## config.mk

```make
export PLATFORM = sky130hd
export DESIGN_NAME = button_debouncer_reset_combo_flat
export DESIGN_NICKNAME = d
export VERILOG_FILES = /design/src/hw/rtl/bdrc_pkg.sv /design/src/hw/rtl/bdrc_sample_if.sv /design/src/hw/rtl/bdrc_result_if.sv /design/src/hw/rtl/bdrc_lane.sv /design/src/hw/rtl/bdrc_combo.sv /design/src/hw/rtl/button_debouncer_reset_combo.sv /design/src/flat_wrapper.sv
export VERILOG_INCLUDE_DIRS = /design/src /design/src/hw/rtl
export SDC_FILE = /design/constraint.sdc
export NUM_CORES = 1
export LEC_CHECK = 0
export BUFFER_PORTS_ARGS = -buffer_cell sky130_fd_sc_hd__buf_2
export CAP_MARGIN = 25
export CORE_MARGIN = 2
export CORE_UTILIZATION = 50
export DETAILED_ROUTE_END_ITERATION = 8
export GPL_TIMING_DRIVEN = 0
export HOLD_SLACK_MARGIN = 0.05
export PLACE_DENSITY = 0.71
export SLEW_MARGIN = 20
export SYNTH_ARGS = -nofsm -noshare
export SYNTH_HDL_FRONTEND = slang
export SYNTH_SLANG_ARGS = --single-unit
```

## constraint.sdc

```tcl
create_clock -name clk -period 4.6 [get_ports clk]
set_input_delay 0.92 -clock clk [delete_from_list [all_inputs] [get_ports clk]]
set_output_delay 0.92 -clock clk [all_outputs]
set_load 0.02 [all_outputs]
```

## src/hw/rtl/button_debouncer_reset_combo_macros.svh

```systemverilog
// Assertion macros for the button debouncer with reset combo.
// Used by the top level only; no other dependencies.
`ifndef BUTTON_DEBOUNCER_RESET_COMBO_MACROS_SVH
`define BUTTON_DEBOUNCER_RESET_COMBO_MACROS_SVH
`ifndef SYNTHESIS
// Condition a implies condition b in the same cycle.
`define BDRC_ASSERT_NOW(label, clk, rst_n, a, b) \
    label: assert property (@(posedge clk) disable iff (!rst_n) (a) |-> (b)) \
        else $error("bdrc assertion failed");
// Condition a implies condition b in the following cycle.
`define BDRC_ASSERT_NEXT(label, clk, rst_n, a, b) \
    label: assert property (@(posedge clk) disable iff (!rst_n) (a) |=> (b)) \
        else $error("bdrc assertion failed");
`else
`define BDRC_ASSERT_NOW(label, clk, rst_n, a, b)
`define BDRC_ASSERT_NEXT(label, clk, rst_n, a, b)
`endif
`endif

```

## src/hw/rtl/bdrc_pkg.sv

```systemverilog
// Shared constants, register indexes and status types for the button debouncer.
// No dependencies; every other file except the assertion macros header imports it.
`default_nettype none
package bdrc_pkg;

    localparam int BUTTON_COUNT = 4;
    localparam int BTN_IDX_W    = $clog2(BUTTON_COUNT);
    localparam int COUNT_W      = 8;
    localparam int HOLD_W       = 16;
    localparam int CFG_INDEX_W  = 3;
    localparam int CFG_DATA_W   = 16;

    localparam logic [COUNT_W-1:0]      DEBOUNCE_SAMPLES_RESET = COUNT_W'(20);
    localparam logic [HOLD_W-1:0]       HOLD_THRESHOLD_RESET   = HOLD_W'(2500);
    localparam logic [BUTTON_COUNT-1:0] RESET_MASK_RESET       = BUTTON_COUNT'(5);
    localparam logic [BTN_IDX_W-1:0]    PRF_BUTTON_RESET       = BTN_IDX_W'(1);
    localparam logic                    COMBO_ENABLE_RESET     = 1'b1;

    localparam logic [HOLD_W-1:0] HOLD_TOP = {HOLD_W{1'b1}};

    typedef enum logic [CFG_INDEX_W-1:0] {
        CFG_DEBOUNCE_SAMPLES = 3'd0,
        CFG_HOLD_THRESHOLD   = 3'd1,
        CFG_RESET_MASK       = 3'd2,
        CFG_PRF_BUTTON       = 3'd3,
        CFG_COMBO_ENABLE     = 3'd4
    } cfg_index_t;

    typedef struct packed {
        logic level;
        logic press;
        logic release_ev;
        logic unstable;
    } lane_status_t;

    typedef struct packed {
        logic request;
        logic force_recovery;
        logic counting;
    } combo_status_t;

endpackage
`default_nettype wire

```

## src/hw/rtl/bdrc_sample_if.sv

```systemverilog
// Sample channel: one beat carries the raw pressed levels of all buttons.
// Depends on bdrc_pkg.
`default_nettype none
interface bdrc_sample_if
    import bdrc_pkg::*;
();
    logic                    valid;
    logic                    ready;
    logic [BUTTON_COUNT-1:0] raw_pressed;

    modport source (output valid, output raw_pressed, input ready);
    modport sink (input valid, input raw_pressed, output ready);
endinterface
`default_nettype wire

```

## src/hw/rtl/bdrc_result_if.sv

```systemverilog
// Result channel: one beat per sample with events, levels and combo status.
// Depends on bdrc_pkg.
`default_nettype none
interface bdrc_result_if
    import bdrc_pkg::*;
();
    logic                    valid;
    logic                    ready;
    logic [BUTTON_COUNT-1:0] press_events;
    logic [BUTTON_COUNT-1:0] release_events;
    logic [BUTTON_COUNT-1:0] stable_levels;
    logic                    reset_request;
    logic                    force_recovery;
    logic                    idle;

    modport source (output valid, output press_events, output release_events,
                    output stable_levels, output reset_request, output force_recovery,
                    output idle, input ready);
    modport sink (input valid, input press_events, input release_events,
                  input stable_levels, input reset_request, input force_recovery,
                  input idle, output ready);
endinterface
`default_nettype wire

```

## src/hw/rtl/bdrc_lane.sv

```systemverilog
// One button's stability counter and debounced level.
// Depends on bdrc_pkg.
`default_nettype none
module bdrc_lane
    import bdrc_pkg::*;
(
    input  wire logic               clk,
    input  wire logic               rst_n,
    input  wire logic               step,
    input  wire logic               raw,
    input  wire logic [COUNT_W-1:0] debounce_samples,
    output lane_status_t            status
);

    logic [COUNT_W-1:0] count_reg;
    logic [COUNT_W-1:0] count_next;
    logic               level_reg;
    logic               level_next;
    logic [COUNT_W-1:0] count_inc;
    logic               differs;
    logic               flip;

    always_comb
    begin
        differs   = (raw != level_reg);
        // The counter wraps at its width, so a zero threshold takes a full turn.
        count_inc = count_reg + COUNT_W'(1);
        flip      = differs && (count_inc == debounce_samples);
        if (!differs || flip)
        begin
            count_next = '0;
        end
        else
        begin
            count_next = count_inc;
        end
        level_next = flip ? raw : level_reg;
    end

    always_ff @(posedge clk or negedge rst_n)
    begin
        if (!rst_n)
        begin
            count_reg <= '0;
            level_reg <= 1'b0;
        end
        else if (step)
        begin
            count_reg <= count_next;
            level_reg <= level_next;
        end
    end

    always_comb
    begin
        status.level      = level_next;
        status.press      = flip && raw;
        status.release_ev = flip && !raw;
        status.unstable   = differs;
    end

endmodule
`default_nettype wire

```

## src/hw/rtl/bdrc_combo.sv

```systemverilog
// Reset-combo hold counter and the recovery flag selection.
// Depends on bdrc_pkg.
`default_nettype none
module bdrc_combo
    import bdrc_pkg::*;
(
    input  wire logic                    clk,
    input  wire logic                    rst_n,
    input  wire logic                    step,
    input  wire logic [BUTTON_COUNT-1:0] levels,
    input  wire logic [HOLD_W-1:0]       hold_threshold,
    input  wire logic [BUTTON_COUNT-1:0] reset_mask,
    input  wire logic [BTN_IDX_W-1:0]    prf_button,
    input  wire logic                    combo_enable,
    output combo_status_t                status
);

    logic [HOLD_W-1:0] hold_reg;
    logic [HOLD_W-1:0] hold_next;
    logic              held;

    always_comb
    begin
        // An empty mask counts as held whenever detection is on.
        held = combo_enable && ((levels & reset_mask) == reset_mask);
        if (!held)
        begin
            hold_next = '0;
        end
        else if (hold_reg == HOLD_TOP)
        begin
            hold_next = hold_reg;
        end
        else
        begin
            hold_next = hold_reg + HOLD_W'(1);
        end
    end

    always_ff @(posedge clk or negedge rst_n)
    begin
        if (!rst_n)
        begin
            hold_reg <= '0;
        end
        else if (step)
        begin
            hold_reg <= hold_next;
        end
    end

    always_comb
    begin
        status.counting       = held;
        status.request        = held && (hold_next > hold_threshold);
        status.force_recovery = status.request && levels[prf_button];
    end

endmodule
`default_nettype wire

```

## src/hw/rtl/button_debouncer_reset_combo.sv

```systemverilog
// Button debouncer with reset combo: the result beat appears in the cycle after
// its sample beat is accepted, and one sample is taken every cycle while the
// result channel is not stalled. The rate is set by the single per-sample update
// of the button counters and the hold counter, followed by one result register.
// Reset clears all counters, releases every button and loads the default
// register values; there is no clearing pass.
`default_nettype none
`include "button_debouncer_reset_combo_macros.svh"
module button_debouncer_reset_combo
    import bdrc_pkg::*;
(
    input  wire logic                   clk,
    input  wire logic                   rst_n,
    bdrc_sample_if.sink                 sample,
    bdrc_result_if.source               result,
    input  wire logic                   cfg_write,
    input  wire logic [CFG_INDEX_W-1:0] cfg_index,
    input  wire logic [CFG_DATA_W-1:0]  cfg_data
);

    logic [COUNT_W-1:0]      debounce_samples_reg;
    logic [HOLD_W-1:0]       hold_threshold_reg;
    logic [BUTTON_COUNT-1:0] reset_mask_reg;
    logic [BTN_IDX_W-1:0]    prf_button_reg;
    logic                    combo_enable_reg;

    logic                    step;
    lane_status_t            lane_status [BUTTON_COUNT];
    combo_status_t           combo_status;
    logic [BUTTON_COUNT-1:0] levels_next;
    logic [BUTTON_COUNT-1:0] press_next;
    logic [BUTTON_COUNT-1:0] release_next;
    logic [BUTTON_COUNT-1:0] unstable;

    logic                    valid_reg;
    logic [BUTTON_COUNT-1:0] press_reg;
    logic [BUTTON_COUNT-1:0] release_reg;
    logic [BUTTON_COUNT-1:0] levels_reg;
    logic                    request_reg;
    logic                    force_reg;
    logic                    idle_reg;

    always_ff @(posedge clk or negedge rst_n)
    begin
        if (!rst_n)
        begin
            debounce_samples_reg <= DEBOUNCE_SAMPLES_RESET;
            hold_threshold_reg   <= HOLD_THRESHOLD_RESET;
            reset_mask_reg       <= RESET_MASK_RESET;
            prf_button_reg       <= PRF_BUTTON_RESET;
            combo_enable_reg     <= COMBO_ENABLE_RESET;
        end
        else if (cfg_write)
        begin
            case (cfg_index)
                CFG_DEBOUNCE_SAMPLES: debounce_samples_reg <= cfg_data[COUNT_W-1:0];
                CFG_HOLD_THRESHOLD:   hold_threshold_reg   <= cfg_data[HOLD_W-1:0];
                CFG_RESET_MASK:       reset_mask_reg       <= cfg_data[BUTTON_COUNT-1:0];
                CFG_PRF_BUTTON:       prf_button_reg       <= cfg_data[BTN_IDX_W-1:0];
                CFG_COMBO_ENABLE:     combo_enable_reg     <= cfg_data[0];
                default:              ;
            endcase
        end
    end

    // A new sample is taken whenever the result register is free or being emptied.
    assign sample.ready = !valid_reg || result.ready;
    assign step         = sample.valid && sample.ready;

    for (genvar i = 0; i < BUTTON_COUNT; i++)
    begin : g_lane
        bdrc_lane u_lane (
            .clk              (clk),
            .rst_n            (rst_n),
            .step             (step),
            .raw              (sample.raw_pressed[i]),
            .debounce_samples (debounce_samples_reg),
            .status           (lane_status[i])
        );

        assign levels_next[i]  = lane_status[i].level;
        assign press_next[i]   = lane_status[i].press;
        assign release_next[i] = lane_status[i].release_ev;
        assign unstable[i]     = lane_status[i].unstable;
    end

    bdrc_combo u_combo (
        .clk            (clk),
        .rst_n          (rst_n),
        .step           (step),
        .levels         (levels_next),
        .hold_threshold (hold_threshold_reg),
        .reset_mask     (reset_mask_reg),
        .prf_button     (prf_button_reg),
        .combo_enable   (combo_enable_reg),
        .status         (combo_status)
    );

    always_ff @(posedge clk or negedge rst_n)
    begin
        if (!rst_n)
        begin
            valid_reg <= 1'b0;
        end
        else if (sample.ready)
        begin
            valid_reg <= sample.valid;
        end
    end

    always_ff @(posedge clk)
    begin
        if (step)
        begin
            press_reg   <= press_next;
            release_reg <= release_next;
            levels_reg  <= levels_next;
            request_reg <= combo_status.request;
            force_reg   <= combo_status.force_recovery;
            idle_reg    <= !(|unstable) && !combo_status.counting;
        end
    end

    assign result.valid          = valid_reg;
    assign result.press_events   = press_reg;
    assign result.release_events = release_reg;
    assign result.stable_levels  = levels_reg;
    assign result.reset_request  = request_reg;
    assign result.force_recovery = force_reg;
    assign result.idle           = idle_reg;

    `BDRC_ASSERT_NEXT(a_beat_follows_sample, clk, rst_n, step, valid_reg)
    `BDRC_ASSERT_NOW(a_events_disjoint, clk, rst_n, valid_reg, (press_reg & release_reg) == '0)
    `BDRC_ASSERT_NOW(a_press_matches_level, clk, rst_n, valid_reg,
        ((press_reg & ~levels_reg) | (release_reg & levels_reg)) == '0)
    `BDRC_ASSERT_NOW(a_request_not_idle, clk, rst_n, valid_reg && request_reg,
        !idle_reg)
    `BDRC_ASSERT_NOW(a_force_needs_request, clk, rst_n, valid_reg && force_reg,
        request_reg)

endmodule
`default_nettype wire
```

## src/flat_wrapper.sv

```systemverilog
// flat-port wrapper written by rule: the top's interface ports become plain ports
module button_debouncer_reset_combo_flat import bdrc_pkg::*;
  (clk, rst_n, cfg_write, cfg_index, cfg_data, sample_valid, sample_raw_pressed, sample_ready, result_valid, result_press_events, result_release_events, result_stable_levels, result_reset_request, result_force_recovery, result_idle, result_ready);
  bdrc_sample_if sample_i ();
  bdrc_result_if result_i ();
  input  wire logic clk;
  input  wire logic rst_n;
  input  wire logic cfg_write;
  input  wire logic [CFG_INDEX_W-1:0] cfg_index;
  input  wire logic [CFG_DATA_W-1:0] cfg_data;
  input wire logic [$bits(sample_i.valid)-1:0] sample_valid;
  input wire logic [$bits(sample_i.raw_pressed)-1:0] sample_raw_pressed;
  output wire logic [$bits(sample_i.ready)-1:0] sample_ready;
  output wire logic [$bits(result_i.valid)-1:0] result_valid;
  output wire logic [$bits(result_i.press_events)-1:0] result_press_events;
  output wire logic [$bits(result_i.release_events)-1:0] result_release_events;
  output wire logic [$bits(result_i.stable_levels)-1:0] result_stable_levels;
  output wire logic [$bits(result_i.reset_request)-1:0] result_reset_request;
  output wire logic [$bits(result_i.force_recovery)-1:0] result_force_recovery;
  output wire logic [$bits(result_i.idle)-1:0] result_idle;
  input wire logic [$bits(result_i.ready)-1:0] result_ready;
  assign sample_i.valid = sample_valid;
  assign sample_i.raw_pressed = sample_raw_pressed;
  assign sample_ready = sample_i.ready;
  assign result_valid = result_i.valid;
  assign result_press_events = result_i.press_events;
  assign result_release_events = result_i.release_events;
  assign result_stable_levels = result_i.stable_levels;
  assign result_reset_request = result_i.reset_request;
  assign result_force_recovery = result_i.force_recovery;
  assign result_idle = result_i.idle;
  assign result_i.ready = result_ready;
  button_debouncer_reset_combo u_core (.clk(clk), .rst_n(rst_n), .sample(sample_i), .result(result_i), .cfg_write(cfg_write), .cfg_index(cfg_index), .cfg_data(cfg_data));
endmodule
```

==> flow_summary.json, run 1 <==
{
  "htreeDepth": 3,
  "worstSetupEndpointType": "flip-flop",
  "cts_tree": "built",
  "area.sequential_sq_um": 2570,
  "ys_seq_area_share_pct": 41.93,
  "rows": 40,
  "period_needed_ps": 4569,
  "wl_met2_mm": 7.842,
  "port_buffers": 44,
  "synth-edff-count": 15,
  "setup.worst_path.start": "u_core.g_lane[0].u_lane.count_reg[1]",
  "p_leak_nw": 3.001,
  "ys_ff_latch": 99,
  "rsz0062_at_grt": "yes",
  "timing.hold.ws_ps": 508.7,
  "multi_input_area_sq_um": 3403,
  "outcome": "finished clean",
  "fmax_mhz": 218.9,
  "ir_worst_vdd_uv": 201.7,
  "pin_count": 45,
  "die_h_um": 114.6,
  "drc": 0,
  "syn_area_sq_um": 6121,
  "maxCapViolations": 0,
  "fill_cells": 1002,
  "yosys_most_used_dff": "dfrtp_1",
  "min_period_over_period_pct": 99.33,
  "wl_mm": 15.87,
  "slew_violations": 0,
  "worstMarginPinSlew_ps": 746.4,
  "clockBufferDepth": 2,
  "ys_top_cells_by_count": "dfrtp_1, nand2_1, o21ai_0",
  "grt_pass1_vias": 5016,
  "start_kind": "flip-flop",
  "grt_max_degree": 49,
  "die_area_sq_um": 13140,
  "m1WireLength_mm": 6.893,
  "cts-root-buf": "clkbuf_16",
  "num_vias": 5266,
  "synth_top_area_share_pct": 29.84,
  "dp_hpwl_mm": 11.06,
  "core_sq_um": 11960,
  "fin_util_pct": 60.33,
  "fp.dieW_um": 114.6,
  "hold_viol": 0,
  "async_reset_ff_share_pct": 84.85,
  "cts_buffers": 9,
  "setup_viol": 0,
  "drive_gt1_share_pct": 24.05,
  "fin_skew_ps": 9.025,
  "ys_warn_count": 0,
  "crit_arrival_ps": 4690,
  "drt_iter0_drc": 428,
  "gp_congestion": 0.8444,
  "crit_required_ps": 4720,
  "largest_reg_flops": 32,
  "reg2reg_from": "u_core.g_lane[0].u_lane.count_reg[1]",
  "crit_chain": "ha_4 -> buf_6 -> nand3_4 -> or4b_4 -> a31oi_4 -> o2111ai_4 -> mux2i_4 -> a221o_2 -> or2_1 -> buf_6 -> buf_12 -> buf_4 -> a21oi_2 -> ha_1 -> a21o_1 -> a21oi_1 -> o21ai_0 -> a21oi_1 -> o21ai_1 -> nand2_1 -> nor3_1",
  "syn_nets": 703,
  "finalNetCount": 780,
  "grt_use_total_pct": 24.90,
  "ant_nets": 0,
  "path_class": "reg2reg",
  "powerDensity_nw_per_um2": 408.5,
  "clkTransAtPathRegs_ps": 70,
  "synth.distinct_cells": 68,
  "via_per_inst": 5.964,
  "crit_path_max_fanout": 8,
  "max_slew_margin_pct": 49.78,
  "synthTopCellsByArea": "dfrtp_1, edfxtp_1, o21ai_0",
  "max_stage_delay_ps": 540,
  "syn_area_per_cell_sq_um": 9.359,
  "grt_overflow": 0,
  "slowest_stage": "or4b_4",
  "hp-start": "u_core.g_lane[0].u_lane.count_reg[7]",
  "areaGrowthSynthToFinish_pct": 17.91,
  "yosys.area.top_type": "dfrtp_1",
  "syn_inst": 654,
  "top_layer": "met4",
  "hold_buffers": 0,
  "synth.most_common_cell": "dfrtp_1",
  "antenna_found_initial": 0,
  "initial_utilization_pct": 51.17,
  "clkSinkCount": 99,
  "grt_pass1_wl_mm": 25.34,
  "wl_per_cell_um": 17.98,
  "crit_family": "compound AO/OA/AOI/OAI gates",
  "critPathBufInv": 4,
  "clock_latency_ps": 360,
  "diodes": 0,
  "hold_class": "reg2reg",
  "first_pass_iters": 5,
  "met3_length_um": 735
}
[logic make-up (layout without fill, tap and decap cells)]
kind of cell               after synthesis  after routing  synth area share, %
and+or+nand+nor                        226            226                19.22
AOI/OAI and AO/OA                      169            169                18.01
DFF                                     99             99                41.93
buffers and inverters                   68            150                5.008
xor gates and xnor gates                50             50                7.379
adders and majority gates               21             21                4.293
muxes                                   21             21                4.170
[report_power, final]
| part | leakage (nW) | switching, mW | internal (mW) |
|---|---|---|---|
| sequential | 1.22 | 0.121 | 1.05 |
| clock | 0.144 | 0.352 | 0.420 |
| combinational | 1.63 | 0.567 | 0.441 |
[per-layer routing]
layer / GRT usage [%] / vias to the layer above
li1: - / 2524
met1: 32.05 / 2569
met2: 41.85 / 145
met3: 4.235 / 28
met4: 9.756 / 0
met5: 0 / -
[cells in the final DEF, fill, tap and decap left out, types with 4 or more instances in the layout]
cell type and instances:
a21o_1 13, a21oi_1 25, a21oi_2 7, a221o_1 4
a22o_1 6, a31oi_1 5, and2_1 4, and3_1 13
buf_2 51, buf_4 26, buf_6 5, clkbuf_1 19
clkbuf_16 10, dfrtp_1 70, dfstp_2 11, edfxtp_1 15
ha_1 18, inv_1 29, mux2_2 16, nand2_1 72
nand2b_1 8, nand3_1 20, nand4_1 13, nor2_1 25
nor2_2 4, nor2b_1 5, nor3_1 17, nor3b_1 6
nor4_1 6, o21ai_0 62, o31ai_1 9, o41ai_1 5
or2_2 4, or3_1 10, xnor2_1 32, xor2_1 17
[per-stage QoR]
stage | setup slack [ps] | cells | power [mW] | instance area [sq um] | TNS [ps]
CTS | 10.19 | 873 | 2.888 | 7063 | 0
detailed placement | -705.4 | 846 | 2.044 | 6556 | -1401
global route | -120.7 | 883 | 3.103 | 7217 | -233.7
floorplan | 66.06 | 654 | 1.790 | 6121 | 0
finish | 30.74 | 883 | 2.948 | 7217 | 0
global placement | -596.7 | 845 | 2.002 | 6525 | -1185
[cell type report]
cell class,instances,area share [%]
tap,147,2.549
multi-input combinational,487,47.16
inverter,29,1.508
clock buffer,11,3.658
sequential,99,35.61
timing repair buffer,68,5.964
buffer,37,2.982
clock inverter,5,0.5721
[final timing paths]
| kind | to | cells after the start | slack [ps] |
|---|---|---|---|
| min in group asynchronous | u_core.g_lane[1].u_lane.count_reg[5] | 1 | 530 |
| worst min register to register | u_core.g_lane[0].u_lane.count_reg[7] | 1 | 510 |
| max in group asynchronous | u_core.hold_threshold_reg[11] | 2 | 3410 |
| worst min-delay path | u_core.g_lane[0].u_lane.count_reg[7] | 1 | 510 |
| worst max-delay path | u_core.result.force_recovery | 21 | 30 |
| worst max register to register | u_core.result.force_recovery | 21 | 30 |
[timing repair]
item / in CTS / in global routing
setup endpoints to repair: 2 / 2
buffers inserted: 12 / 11
gates resized for setup: 23 / 17
pin swaps: 5 / 20
(Power assumes the default switching activity.)
==> run 2, diff against run 1 <==
PLACE_DENSITY = 0.7   (was 0.71)
SYNTH_HIERARCHICAL = 1   (was not set)
==> flow_summary.json, run 2 <==
{
  "ir_worst_vdd_uv": 299.4,
  "antenna_found_initial": 0,
  "grt_pass1_vias": 5471,
  "fin_skew_ps": 8.952,
  "async_reset_ff_share_pct": 84.85,
  "hold_viol": 0,
  "htreeDepth": 3,
  "synth_top_area_share_pct": 26.57,
  "first_pass_iters": 5,
  "outcome": "finished clean",
  "fmax_mhz": 222.4,
  "worstSetupEndpointType": "flip-flop",
  "core_sq_um": 13350,
  "crit_arrival_ps": 4620,
  "layout_common_cells": "dfrtp_1, buf_4, buf_2",
  "rows": 42,
  "ys_warn_count": 6,
  "worstMarginPinSlew_ps": 771.1,
  "die_h_um": 121.3,
  "cts_buffers": 9,
  "final_area_sq_um": 8434,
  "max_slew_margin_pct": 48.59,
  "place_area_sq_um": 7346,
  "gp_congestion": 0.8759,
  "period_needed_ps": 4497,
  "ys_ff_latch": 99,
  "initial_utilization_pct": 51.50,
  "drive_gt1_share_pct": 37.69,
  "hold_buffers": 0,
  "areaGrowthSynthToFinish_pct": 22.70,
  "syn_area_sq_um": 6874,
  "grt_overflow": 0,
  "synth_top_family_by_area": "simple AND/OR/NAND/NOR gates",
  "syn_area_per_cell_sq_um": 10.20,
  "rsz0062_at_grt": "yes",
  "clkSinkCount": 99,
  "final_common_cell": "dfrtp_1",
  "synth.most_common_cell": "dfrtp_1",
  "fp.dieW_um": 121.3,
  "synth_mux_area_share_pct": 10.68,
  "p_total_mw": 3.491,
  "largest_reg_flops": 32,
  "pin_count": 45,
  "crit_required_ps": 4720,
  "clockBufferDepth": 2,
  "finalNetCount": 824,
  "yosys.area.top_type": "dfrtp_1",
  "ys_top_cells_by_count": "dfrtp_1, nor2_1, nand2_1",
  "via_per_inst": 5.869,
  "yosys.area_share.simple_pct": 25.06,
  "port_buffers": 44,
  "start_kind": "flip-flop",
  "synth_xor_area_share_pct": 7.627,
  "ant_nets": 0,
  "p_leak_nw": 3.606,
  "yosys_most_used_dff": "dfrtp_1",
  "powerDensity_nw_per_um2": 413.9,
  "grt_use_total_pct": 23.49,
  "multi_input_area_sq_um": 4317,
  "dp_hpwl_mm": 11.27,
  "synthAdderAreaFrac_pct": 3.822,
  "fill_cells": 1065,
  "clkTransAtPathRegs_ps": 70,
  "regToRegSetupSlack_ps": 100,
  "cts-root-buf": "clkbuf_16",
  "syn_nets": 723,
  "slew_violations": 0,
  "die_area_sq_um": 14700,
  "drc": 0,
  "maxCapViolations": 0,
  "synth-edff-count": 15,
  "area.sequential_sq_um": 2585,
  "cts_tree": "built",
  "diodes": 0,
  "grt_max_degree": 56,
  "synthTopCellsByArea": "dfrtp_1, edfxtp_1, dfstp_2",
  "num_vias": 5611,
  "ys_seq_area_share_pct": 37.33,
  "setup_viol": 0,
  "hold_class": "in2async",
  "grt_pass1_wl_mm": 26.93,
  "clock_latency_ps": 360,
  "synth-compound-area-share_pct": 9.902,
  "wl_per_cell_um": 18.27,
  "synth.distinct_cells": 63,
  "min_period_over_period_pct": 97.76,
  "crit_path_max_fanout": 4,
  "path_class": "reg2reg",
  "wl_mm": 17.46,
  "syn_inst": 674,
  "drt_iter0_drc": 440
}
==> run 2: cell types whose count changed in the layout (fill, tap and decap cells not counted), sizes merged, moves of 11 or more <==
cell / change
mux2: +27
nand3: +22
nor3: +14
clkbuf: -15
nand2: -25
o2bb2ai: +12
xor2: +14
o21ai: -43
a21oi: -13
mux2i: +12
buf: +40
nor2: +24
nor4: +11
==> run 2: critical path, cell delays in order (launching register included) <==
cell	delay, ps
dfrtp_2	430
buf_6	140
buf_6	120
xor2_4	230
xnor2_2	110
nor4_4	290
nor4_4	100
nor4_4	330
mux2_4	220
nor2b_2	50
a2111oi_4	380
nand2_2	150
buf_6	160
buf_4	130
nor2_1	120
ha_1	260
a21oi_1	170
o21ai_0	140
a221oi_2	390
a31oi_4	140
and2_4	190
==> run 2: per-layer routing <==
metal | part of all wire [%] | GRT usage [%] | up-vias
li1 | - | - | 2640
met1 | 43 | 29.81 | 2742
met2 | 50 | 37.85 | 196
met3 | 5.2 | 6.109 | 33
met4 | 2.0 | 10.27 | 0
met5 | 0 | 0 | -
==> run 2: worst paths after layout <==
| kind | startpoint | endpoint | cells past startpoint |
|---|---|---|---|
| max in group asynchronous | rst_n | u_core/hold_threshold_reg[7] | 2 |
| worst max register to register | u_core/debounce_samples_reg[7] | u_core/result.force_recovery | 20 |
| worst min-delay path | rst_n | u_core/g_lane[2].u_lane/count_reg[4] | 1 |
| worst min register to register | u_core/reset_mask_reg[1] | u_core/reset_mask_reg[1] | 1 |
| min in group clk | u_core/reset_mask_reg[1] | u_core/reset_mask_reg[1] | 1 |
| worst max-delay path | u_core/debounce_samples_reg[7] | u_core/result.force_recovery | 20 |
==> run 2: timing repair <==
item,CTS,global route
pin swaps,9,32
endpoints found under the setup margin,2,2
setup buffers,15,33
gates resized for setup,35,48
==> run 2: power breakdown <==
part / leakage (nW) / switching (mW) / internal [mW]
Sequential: 1.21 / 0.215 / 1.07
Combinational: 2.25 / 0.722 / 0.750
Clock: 0.144 / 0.346 / 0.388
==> run 2: stage by stage <==
stage                     TNS (ps)  util, %  hold WS (ps)  instances  setup slack (ps)
after floorplan                  0        -         472.6        674             63.08
after global placement       -1675    54.80         481.2        894            -909.7
after detailed placement     -1869    55.03         492.5        895             -1008
after CTS                        0    59.49         493.4        926             16.19
after global routing        -175.1    63.19         506.2        956            -99.11
final                            0    63.19         484.2        956             103.2
==> run 2: layout make-up <==
class                      count  area share (%)
multi-input combinational    505           51.18
sequential                    99           30.65
timing repair buffer          93           7.714
buffer                        38           3.175
clock buffer                  10           2.833
tap                          176           2.611
inverter                      29           1.291
clock inverter                 6          0.5489
==> run 2: cells by family after synthesis <==
| family | after synthesis |
|---|---|
| compound gates | 97 |
| xor+xnor | 53 |
| fa+ha+maj | 21 |
| buf+inv | 70 |
| flops | 99 |
| mux | 60 |
| simple gates | 274 |
